$ cat src/hw/rtl/stpd_pkg.sv
// Shared types and constants for the scope trigger and peak detector.
// Used by stpd_csr, stpd_track and scope_trigger_peak_detect_core.
package stpd_pkg;

   localparam int CODE_W        = 12;
   localparam int POS_W         = 11;
   localparam int STEP_W        = 4;
   localparam int CSR_AW        = 2;
   localparam int CSR_DW        = 12;
   localparam int WINDOW_MARGIN = 10;

   localparam logic [CODE_W-1:0] THRESHOLD_RESET  = 12'd2048;
   localparam logic [CODE_W-1:0] HYSTERESIS_RESET = 12'd40;
   localparam logic [STEP_W-1:0] STEP_RESET       = 4'd1;

   typedef enum logic [CSR_AW-1:0] {
      CSR_THRESHOLD  = 2'd0,
      CSR_HYSTERESIS = 2'd1,
      CSR_STEP       = 2'd2
   } csr_index_type;

   typedef struct packed {
      logic [CODE_W-1:0] ch1;
      logic [CODE_W-1:0] ch2;
      logic              upper;
      logic              last;
   } sample_type;

   typedef struct packed {
      logic [CODE_W-1:0] threshold;
      logic [CODE_W-1:0] hysteresis;
   } trig_cfg_type;

   typedef struct packed {
      logic              hit;
      logic [POS_W-1:0]  position;
      logic [CODE_W-1:0] pkpk_ch2;
      logic [CODE_W-1:0] pkpk_ch1;
   } result_type;

endpackage

$ cat src/hw/rtl/stpd_csr.sv
// Configuration registers for the scope trigger and peak detector.
// Holds threshold and hysteresis, and the search window limit derived from the step.
// Depends on stpd_pkg.
module stpd_csr #(
   parameter int HALF_LEN   = 1024,
   parameter int WAVE_WIDTH = 158,
   parameter int LIM_W      = 16
) (
   input  logic                          clock,
   input  logic                          reset,
   input  logic                          csr_we,
   input  logic [stpd_pkg::CSR_AW-1:0]   csr_addr,
   input  logic [stpd_pkg::CSR_DW-1:0]   csr_wdata,
   output stpd_pkg::trig_cfg_type        cfg,
   output logic [LIM_W-1:0]              limit
);

   function automatic logic [LIM_W-1:0] window_limit(input logic [stpd_pkg::STEP_W-1:0] step);
      logic [LIM_W-1:0] prod;
      prod = LIM_W'(WAVE_WIDTH) * LIM_W'(step);
      return LIM_W'(HALF_LEN) - prod - LIM_W'(stpd_pkg::WINDOW_MARGIN);
   endfunction

   stpd_pkg::trig_cfg_type cfg_ff;
   logic [LIM_W-1:0]       limit_ff;

   always_ff @(posedge clock) begin
      if (reset) begin
         cfg_ff.threshold  <= stpd_pkg::THRESHOLD_RESET;
         cfg_ff.hysteresis <= stpd_pkg::HYSTERESIS_RESET;
         limit_ff          <= window_limit(stpd_pkg::STEP_RESET);
      end else if (csr_we) begin
         unique case (csr_addr)
            stpd_pkg::CSR_THRESHOLD: begin
               cfg_ff.threshold <= csr_wdata[stpd_pkg::CODE_W-1:0];
            end
            stpd_pkg::CSR_HYSTERESIS: begin
               cfg_ff.hysteresis <= csr_wdata[stpd_pkg::CODE_W-1:0];
            end
            stpd_pkg::CSR_STEP: begin
               limit_ff <= window_limit(csr_wdata[stpd_pkg::STEP_W-1:0]);
            end
            default: begin
            end
         endcase
      end
   end

   assign cfg   = cfg_ff;
   assign limit = limit_ff;

endmodule

$ cat src/hw/rtl/stpd_track.sv
// Block state of the detector: running minimum and maximum per channel, sample count
// and the falling-edge search. Produces the result for the word being processed.
// Depends on stpd_pkg.
module stpd_track #(
   parameter int HALF_LEN = 1024,
   parameter int LIM_W    = 16
) (
   input  logic                   clock,
   input  logic                   reset,
   input  logic                   go,
   input  stpd_pkg::sample_type   sample,
   input  stpd_pkg::trig_cfg_type cfg,
   input  logic [LIM_W-1:0]       limit,
   output stpd_pkg::result_type   result
);

   localparam int CODE_W = stpd_pkg::CODE_W;
   localparam int POS_W  = stpd_pkg::POS_W;
   localparam int CNT_W  = $clog2(HALF_LEN + 1);
   localparam int SUM_W  = (CNT_W > POS_W ? CNT_W : POS_W) + 1;

   logic [CODE_W-1:0] ch1_min_ff, ch1_max_ff, ch2_min_ff, ch2_max_ff, prev_ch1_ff;
   logic [CODE_W-1:0] ch1_min_in, ch1_max_in, ch2_min_in, ch2_max_in;
   logic [CNT_W-1:0]  count_ff;
   logic              edge_seen_ff;
   logic [POS_W-1:0]  edge_pos_ff;
   logic [SUM_W-1:0]  base;
   logic [POS_W-1:0]  edge_pos_in;
   logic              in_window;
   logic              falling;
   logic              edge_now;

   always_comb begin
      ch1_min_in = (sample.ch1 < ch1_min_ff) ? sample.ch1 : ch1_min_ff;
      ch1_max_in = (sample.ch1 > ch1_max_ff) ? sample.ch1 : ch1_max_ff;
      ch2_min_in = (sample.ch2 < ch2_min_ff) ? sample.ch2 : ch2_min_ff;
      ch2_max_in = (sample.ch2 > ch2_max_ff) ? sample.ch2 : ch2_max_ff;

      base        = sample.upper ? SUM_W'(HALF_LEN) : '0;
      edge_pos_in = POS_W'(base + SUM_W'(count_ff));
      in_window   = (count_ff != '0) &&
                    ($signed(LIM_W'(count_ff)) < $signed(limit));
      falling     = ({1'b0, prev_ch1_ff} > ({1'b0, cfg.threshold} + {1'b0, cfg.hysteresis})) &&
                    (sample.ch1 <= cfg.threshold);
      edge_now    = !edge_seen_ff && in_window && falling;

      result.pkpk_ch1 = ch1_max_in - ch1_min_in;
      result.pkpk_ch2 = ch2_max_in - ch2_min_in;
      result.hit      = edge_seen_ff || edge_now;
      if (edge_now) begin
         result.position = edge_pos_in;
      end else if (edge_seen_ff) begin
         result.position = edge_pos_ff;
      end else begin
         result.position = POS_W'(base);
      end
   end

   always_ff @(posedge clock) begin
      if (reset || (go && sample.last)) begin
         ch1_min_ff   <= '1;
         ch1_max_ff   <= '0;
         ch2_min_ff   <= '1;
         ch2_max_ff   <= '0;
         prev_ch1_ff  <= '0;
         count_ff     <= '0;
         edge_seen_ff <= 1'b0;
         edge_pos_ff  <= '0;
      end else if (go) begin
         ch1_min_ff  <= ch1_min_in;
         ch1_max_ff  <= ch1_max_in;
         ch2_min_ff  <= ch2_min_in;
         ch2_max_ff  <= ch2_max_in;
         prev_ch1_ff <= sample.ch1;
         if (count_ff != CNT_W'(HALF_LEN)) begin
            count_ff <= count_ff + 1'b1;
         end
         if (edge_now) begin
            edge_seen_ff <= 1'b1;
            edge_pos_ff  <= edge_pos_in;
         end
      end
   end

`ifndef SYNTHESIS
   a_edge_needs_history: assert property (@(posedge clock) disable iff (reset)
      edge_seen_ff |-> (count_ff > CNT_W'(1)))
      else $error("edge recorded before two samples of the block");
   a_count_cleared_after_last: assert property (@(posedge clock) disable iff (reset)
      (go && sample.last) |=> (count_ff == '0) && !edge_seen_ff)
      else $error("block state not cleared after final sample");
   a_min_max_order: assert property (@(posedge clock) disable iff (reset)
      (count_ff != '0) |-> (ch1_min_ff <= ch1_max_ff) && (ch2_min_ff <= ch2_max_ff))
      else $error("minimum above maximum inside a block");
`endif

endmodule

$ cat src/hw/rtl/scope_trigger_peak_detect_core.sv
// Top level of the scope trigger and peak detector.
// Depends on stpd_pkg, stpd_csr and stpd_track.
//
// Usage: sample pairs enter on the req_ channel, one word per cycle; req_tdata carries
// channel one and channel two codes, req_tuser says the block is the upper buffer half
// and req_tlast marks the final pair of a block. On that final word one result word
// leaves on the rsp_ channel with both peak-to-peak codes, the trigger position and a
// hit flag; other words give no result.
// Timing: a word is registered at the input and processed from that register; the result
// of a final word is registered in the output register that drives rsp_tvalid and
// rsp_tdata, where it is held until rsp_tready takes it.
// Throughput: one word per cycle unless stalled; a single compare-and-update stage.
// Stalls: while a result waits on rsp_tready, non-final words still pass; a final word
// waits in the input register and req_tready drops until the result is taken.
// Reset: synchronous, clears block state and the channels and restores register defaults.
// The user writes configuration via csr_ only while no block is in flight; unchecked.
module scope_trigger_peak_detect_core #(
   parameter int HALF_LEN   = 1024,
   parameter int WAVE_WIDTH = 158
) (
   input  logic                        clock,
   input  logic                        reset,
   input  logic                        req_tvalid,
   output logic                        req_tready,
   input  logic [23:0]                 req_tdata,   // ch1_sample, ch2_sample
   input  logic                        req_tuser,   // upper_half
   input  logic                        req_tlast,   // last_sample
   output logic                        rsp_tvalid,
   input  logic                        rsp_tready,
   output logic [39:0]                 rsp_tdata,   // pkpk_ch1, pkpk_ch2, trigger_position,
                                                    // trigger_hit, zero pad
   input  logic                        csr_we,
   input  logic [stpd_pkg::CSR_AW-1:0] csr_addr,
   input  logic [stpd_pkg::CSR_DW-1:0] csr_wdata
);

   localparam int LIM_W = $clog2(HALF_LEN + 16 * WAVE_WIDTH + 16) + 1;

   stpd_pkg::sample_type   s1_ff;
   logic                   s1_valid_ff;
   logic                   s1_go;
   stpd_pkg::trig_cfg_type cfg;
   logic [LIM_W-1:0]       limit;
   stpd_pkg::result_type   result;
   stpd_pkg::result_type   rsp_ff;
   logic                   rsp_valid_ff;

   stpd_csr #(
      .HALF_LEN   (HALF_LEN),
      .WAVE_WIDTH (WAVE_WIDTH),
      .LIM_W      (LIM_W)
   ) u_csr (
      .clock     (clock),
      .reset     (reset),
      .csr_we    (csr_we),
      .csr_addr  (csr_addr),
      .csr_wdata (csr_wdata),
      .cfg       (cfg),
      .limit     (limit)
   );

   stpd_track #(
      .HALF_LEN (HALF_LEN),
      .LIM_W    (LIM_W)
   ) u_track (
      .clock  (clock),
      .reset  (reset),
      .go     (s1_go),
      .sample (s1_ff),
      .cfg    (cfg),
      .limit  (limit),
      .result (result)
   );

   assign s1_go      = s1_valid_ff && !(s1_ff.last && rsp_valid_ff && !rsp_tready);
   assign req_tready = !s1_valid_ff || s1_go;

   always_ff @(posedge clock) begin
      if (reset) begin
         s1_valid_ff <= 1'b0;
      end else if (req_tready) begin
         s1_valid_ff <= req_tvalid;
      end
   end

   always_ff @(posedge clock) begin
      if (req_tready && req_tvalid) begin
         s1_ff.ch1   <= req_tdata[11:0];
         s1_ff.ch2   <= req_tdata[23:12];
         s1_ff.upper <= req_tuser;
         s1_ff.last  <= req_tlast;
      end
   end

   always_ff @(posedge clock) begin
      if (reset) begin
         rsp_valid_ff <= 1'b0;
      end else if (s1_go && s1_ff.last) begin
         rsp_valid_ff <= 1'b1;
      end else if (rsp_tready) begin
         rsp_valid_ff <= 1'b0;
      end
   end

   always_ff @(posedge clock) begin
      if (s1_go && s1_ff.last) begin
         rsp_ff <= result;
      end
   end

   assign rsp_tvalid = rsp_valid_ff;
   assign rsp_tdata  = {4'b0000, rsp_ff.hit, rsp_ff.position, rsp_ff.pkpk_ch2, rsp_ff.pkpk_ch1};

`ifndef SYNTHESIS
   a_stall_only_when_full: assert property (@(posedge clock) disable iff (reset)
      !req_tready |-> s1_valid_ff && s1_ff.last && rsp_valid_ff)
      else $error("input stalled without a waiting final word");
   a_result_from_final_word: assert property (@(posedge clock) disable iff (reset)
      $rose(rsp_tvalid) |-> $past(s1_go && s1_ff.last))
      else $error("result raised without a final word");
   a_held_word_kept: assert property (@(posedge clock) disable iff (reset)
      (s1_valid_ff && !s1_go) |=> s1_valid_ff && $stable(s1_ff))
      else $error("stalled input word lost");
`endif

endmodule
$ cat config.mk
export PLATFORM = sky130hd
export DESIGN_NAME = scope_trigger_peak_detect_core
export DESIGN_NICKNAME = d
export VERILOG_FILES = /design/src/hw/rtl/stpd_pkg.sv /design/src/hw/rtl/stpd_csr.sv /design/src/hw/rtl/stpd_track.sv /design/src/hw/rtl/scope_trigger_peak_detect_core.sv
export SDC_FILE = /design/constraint.sdc
export NUM_CORES = 1
export LEC_CHECK = 0
export BUFFER_PORTS_ARGS = -buffer_cell sky130_fd_sc_hd__buf_2
export CORE_MARGIN = 5
export CORE_UTILIZATION = 65
export CTS_CLUSTER_DIAMETER = 100
export DETAILED_ROUTE_END_ITERATION = 6
export GPL_TIMING_DRIVEN = 0
export PLACE_DENSITY = 0.85
export SYNTH_ARGS = -nofsm -noshare
export SYNTH_HDL_FRONTEND = slang
export SYNTH_SLANG_ARGS = --single-unit
$ cat constraint.sdc
create_clock -name clock -period 11.73 [get_ports clock]
set_input_delay 1.7595 -clock clock [delete_from_list [all_inputs] [get_ports clock]]
set_output_delay 1.7595 -clock clock [all_outputs]
set_load 0.01 [all_outputs]
# Yosys cells after proc, flatten, opt, wreduce, memory -nomap -nowiden
# Cells that the tools add are included.
# classes
addsub	7
shift	0
multipliers	1
n_eq_ne	3
mux	9
reduce_logical	24
n_lt_le_gt_ge	7
n_bitwise	0
n_div	0
# op_table
op	n
$mux W12	4
$mux W11	3
$gt A12 B12 Y1	2
$lt A12 B12 Y1	2
$sub A12 B12 Y12	2
$add A12 B12 Y13	1
$gt A12 B13 Y1	1
$lt A12 B13 Y1	1
$sub A11 B12 Y13 const A	1
$sub A13 B4 Y13 const B	1
$le A12 B12 Y1	1
$add A11 B1 Y11 const B	1
$add A11 B11 Y11	1
$mul A7 B4 Y11 const A	1
$ne A11 B11 Y1 const B	1
$reduce_bool A11 Y1	1
$reduce_and A2 Y1	5
$logic_and A1 B1 Y1	9
$logic_not A1 Y1	4
$logic_or A1 B1 Y1	3
$eq A2 B1 Y1 const B	1
$eq A2 B2 Y1 const B	1
$logic_not A2 Y1	1
$mux W1	2
$reduce_bool A2 Y1	1
# totals
n_memories	0
reg_bits	184
mem_bits_ro	0
output_inout_bits	42
ramBits	0
latchBits	0
in_bits	45
wordCells	72

# Longest topological paths before layout
# logic_depth
word_depth	6
mapped_depth	22

# By module
# A second synthesis with hierarchy kept.
# unflattened
hier_cells	1259
hier_area_um2	11374.7
# by_module_without_submodules
module	area_each_um2	cells_each	n_inst	seq_area_each_um2
stpd_track	7348.3	938	1	1661.6
stpd_csr	2026.9	242	1	720.7
scope_trigger_peak_detect_core	1999.4	79	1	1901.8

# Worst setup path after synthesis
# OpenSTA, ideal clock, no wires.
# synth_timing
path_kind	in2reg
from	in csr_wdata[1] in the netlist's numbering
to	reg u_csr.limit_ff[11], in the netlist u_csr.limit[11]
stages	12
setup_slack_ps	7038
n_path_buf	0
arrival_ps	4627
t_required_ps	11665
path_cell_list	fa_1 -> fa_1 -> fa_1 -> a21oi_1 -> o21ai_0 -> a21oi_1 -> o21bai_1 -> xnor2_1 -> nand4_1 -> and3_1 -> o31a_1 -> nor2_1
# synth_via
elab_chain_cells	3
# synth_lines
item	line_no	rtl
from (decl)	scope_trigger_peak_detect_core.sv:34	input logic [stpd_pkg::CSR_DW-1:0] csr_wdata
$mul A7 B4 Y11	stpd_csr.sv:20	prod = LIM_W'(WAVE_WIDTH) * LIM_W'(step);
$sub A11 B12 Y13	stpd_csr.sv:21	return LIM_W'(HALF_LEN) - prod - LIM_W'(stpd_pkg::WINDOW_MARGIN);
$sub A13 B4 Y13	stpd_csr.sv:21	
to (signal assigned)	stpd_csr.sv:31	limit_ff <= window_limit(stpd_pkg::STEP_RESET);
to (signal assigned)	stpd_csr.sv:41	limit_ff <= window_limit(csr_wdata[stpd_pkg::STEP_W-1:0]);
to (decl)	stpd_csr.sv:25	logic [LIM_W-1:0] limit_ff;
# No other way between the ends.
# A chain may end at the register's enable or synchronous reset.

==> impl_metrics.csv <==
group,metric,value,unit
power_and_ir_drop,switchingPower,0.000563,W
power_and_ir_drop,switching_share,32.6,%
power_and_ir_drop,clkPwrFrac,33.5,%
logic_synthesis,async_flop_share,0,%
sta,tightest_slew,0.800,ns
power_and_ir_drop,fin_total_pwr,0.00173,W
detailed_routing,final_antenna_net_count,0,
clock_tree,post-cts-setup-buffer-count,0,
place,placed_area,0.0121,mm^2
global_routing,grt_overflow_total,0,
clock_tree,clk_latency,0.45,ns
global_routing,grt_pass1_wl,45.0,mm
detailed_routing,drc,0,
place,post-place-cells,1597,
cells_and_area,n_antenna_cell,0,
floorplanning,die-area,0.0202,mm^2
power_and_ir_drop,combPwrFrac,24.7,%
power_and_ir_drop,p_int,0.00116,W
global_routing,antenna_found_initial,0,
critical_path,cp-startpoint,"s1_ff[24]",
critical_path,cp_max_fo,10,
global_routing,busiest_layer,"met2",
cells_and_area,final_area,0.0127,mm^2
power_and_ir_drop,ir_drop,118,uV
detailed_routing,detail_route.wl_per_cell,16.9,um
cells_and_area,layout_common_cells,"165 x nand2_1, 128 x ha_1, 121 x dfxtp_1, 115 x a21oi_1, 108 x nor2_1",
clock_tree,cts_hold_buf,0,
logic_synthesis,synth_fa_ha_area_share,15.4,%
detailed_routing,via_count,9923,
worst_hold_path,min_to,"u_track.edge_pos_ff[3]",
critical_path,cp-end-kind,"flop",
global_routing,grt_max_degree,25,
critical_path,worstPathArrival,5.47,ns
logic_synthesis,yosysWarnings,0,
cells_and_area,drive_gt1_share,10.7,%
sta,min_period_over_period,45.1,%
clock_tree,numCtsBuffers,17,
global_routing,grt_pass1_vias,9401,
critical_path,reg2reg_slack,6.44,ns
floorplanning,core_area,0.0172,mm^2
floorplanning,ios,87,
clock_tree,htree_levels,4,
place,dp_hpwl,20.6,mm
power_and_ir_drop,power.leakage,5.47,nW
global_routing,gr-usage-met3,4.60,%
floorplanning,dieWidth,142,um
job,drv_cap,0,
sta,hold_viol,0,
logic_synthesis,synth-compound-area-share,19.9,%
cells_and_area,final_nets,1571,
cells_and_area,fillers,1248,
sta,drv_slew,0,
critical_path,rr_endpoint,"rsp_tdata[11]",
critical_path,reg2reg_from,"s1_ff[24]",
place,port_buffers,82,
power_and_ir_drop,p_per_area,136,mW/mm^2
logic_synthesis,synth_top_family_by_area,"compound AO/OA/AOI/OAI gates",
worst_hold_path,hold_path_startpoint,"u_track.edge_pos_ff[3]",
logic_synthesis,synth_mux_area_share,1.68,%
clock_tree,clockBufferDepth,2,
logic_synthesis,synth_cells,1285,
clock_tree,cts_tree,"done",
sta,max-slew-margin-rel,46.4,%
global_routing,met2_usage,45.6,%
logic_synthesis,avgSynthCellArea,8.85,um^2
worst_hold_path,hold_path_depth,2,
worst_hold_path,hold_path_class,"reg2reg",
logic_synthesis,synthFlopType,"dfxtp_1",
global_routing,grt_usage,27.4,%
outcome,outcome,"finished, final reports clean",
cells_and_area,final_common_cell,"nand2_1",
logic_synthesis,syn_area,0.0114,mm^2
sta,fin_skew,0.00874,ns
clock_tree,root_buffer,"clkbuf_16",
logic_synthesis,synthSimpleGateAreaFrac,16.2,%
detailed_routing,wl,27.6,mm
sta,rsz0062_at_grt,"false",
detailed_routing,drtIter0Drc,975,
power_and_ir_drop,power_frac_seq,41.8,%
cells_and_area,final_util,73.9,%
critical_path,worstSetupStartpointType,"flop",
logic_synthesis,ys_ff_latch,183,
sta,setup_viol,0,
detailed_routing,firstDrtPassIters,6,
cells_and_area,fin_cells,1629,
global_routing,grt_util_met1,35.8,%
sta,fin_tns_setup,0,ns
sta,fmaxAchievable,0.189,GHz
logic_synthesis,synth_edf_count,62,
detailed_routing,vias_per_cell,6.09,
floorplanning,rows,48,
logic_synthesis,synth_cell_types,77,
clock_tree,clock_sinks,183,
clock_tree,clkTransAtPathRegs,0.07,ns
place,place.gp.congestion,0.946,
critical_path,crit_type,"reg2reg",
cells_and_area,area_growth,12.0,%
critical_path,worst_r2r_path_depth,16,
floorplanning,die_h,142,um
sta,post-route-min-period,5.29,ns
critical_path,cp.required,11.91,ns
floorplanning,start_util,66.0,%
clock_tree,cts_resized,0,
logic_synthesis,synth_xor_area_share,3.70,%
logic_synthesis,synth_seq_area_share,37.7,%
[critical path, cell delays in order (launching register included)]
cell      delay [ns]
edfxtp_1        0.57
ha_1            0.40
nand4_1         0.12
nor3_1          0.37
a21boi_2        0.33
o41a_2          0.27
clkbuf_1        0.39
clkbuf_1        0.40
o21ai_0         0.34
ha_1            0.37
a21o_1          0.16
o32ai_1         0.10
a2111o_1        0.49
a211o_1         0.32
nand3_1         0.07
a31oi_1         0.13
xor2_1          0.18
[power groups by stage]
stage | Sequential [W] | Combinational (W) | Clock, W
floorplan | 0.000731 | 0.000313 | 0
global placement | 0.000734 | 0.000399 | 0
detailed placement | 0.000735 | 0.000416 | 0
CTS | 0.000721 | 0.000422 | 0.000583
global route | 0.000724 | 0.000474 | 0.000614
finish | 0.000721 | 0.000427 | 0.000579
[registers in the layout, indices dropped and copies added (netlist names)]
name                  flops
rsp_tdata                36
s1_ff                    26
u_csr.cfg                24
u_csr.limit              12
u_track.ch1_max_ff       12
u_track.ch1_min_ff       12
u_track.ch2_max_ff       12
u_track.ch2_min_ff       12
u_track.prev_ch1_ff      12
u_track.count_ff         11
u_track.edge_pos_ff      11
rsp_tvalid                1
s1_valid_ff               1
u_track.edge_seen_ff      1
[Yosys cell counts (10+ instances only)]
library cell    n  share of area, %
a211o_1        10              0.77
a211oi_1       28               1.8
a21o_1         12              0.79
a21oi_1       115               5.1
a22o_1         10              0.77
clkbuf_1       41               1.4
dfxtp_1       121                21
edfxtp_1       62                16
ha_1          128                14
inv_1         105               3.5
mux2i_1        18               1.6
nand2_1       165               5.4
nand3_1        24               1.1
nand4_1        21               1.2
nor2_1        108               3.6
nor2b_1        12              0.66
nor3_1         22              0.97
o211ai_1       25               1.6
o21a_1         18               1.2
o21ai_0        45               2.0
xnor2_1        28               2.2
xor2_1         20               1.5
[kinds of logic after synthesis]
group / after synthesis
AO/OA/AOI/OAI: 334
XOR/XNOR: 48
adder cells (fa/ha/maj): 136
buffers and inverters: 158
flip-flops: 183
multiplexers: 19
other: 1
AND/OR/NAND/NOR: 406
[stage by stage]
step | hold slack (ns) | setup slack, ns
global route | 0.477 | 6.24
detailed placement | 0.451 | 6.58
CTS | 0.463 | 6.57
finish | 0.463 | 6.44
global placement | 0.441 | 6.69
floorplan | 0.435 | 7.04
[cell type report]
type / count / area, um^2 / area share [%]
Clock inverter: 14 / 151 / 1.19
Inverter: 105 / 394 / 3.09
Sequential cell: 183 / 4280 / 33.6
Multi-Input combinational cell: 947 / 6500 / 51.0
Timing Repair Buffer: 84 / 458 / 3.59
Buffer: 53 / 226 / 1.78
Tap cell: 225 / 282 / 2.21
Clock buffer: 18 / 450 / 3.53
[per-layer routing]
metal / wire, um / part of all wire, %
met1: 11700 / 42
met2: 13200 / 48
met3: 1750 / 6.3
met4: 946 / 3.4
met5: 0 / 0
[worst max path at each step]
stage	end	depth (start not counted)
after floorplan	u_csr.limit[11]	12
after global placement	u_csr.limit[11]	13
after detailed placement	u_csr.limit[11]	14
after CTS	rsp_tdata[11]	16
after global routing	rsp_tdata[11]	16
final	rsp_tdata[11]	16
Power figures use the tool's default switching activity.
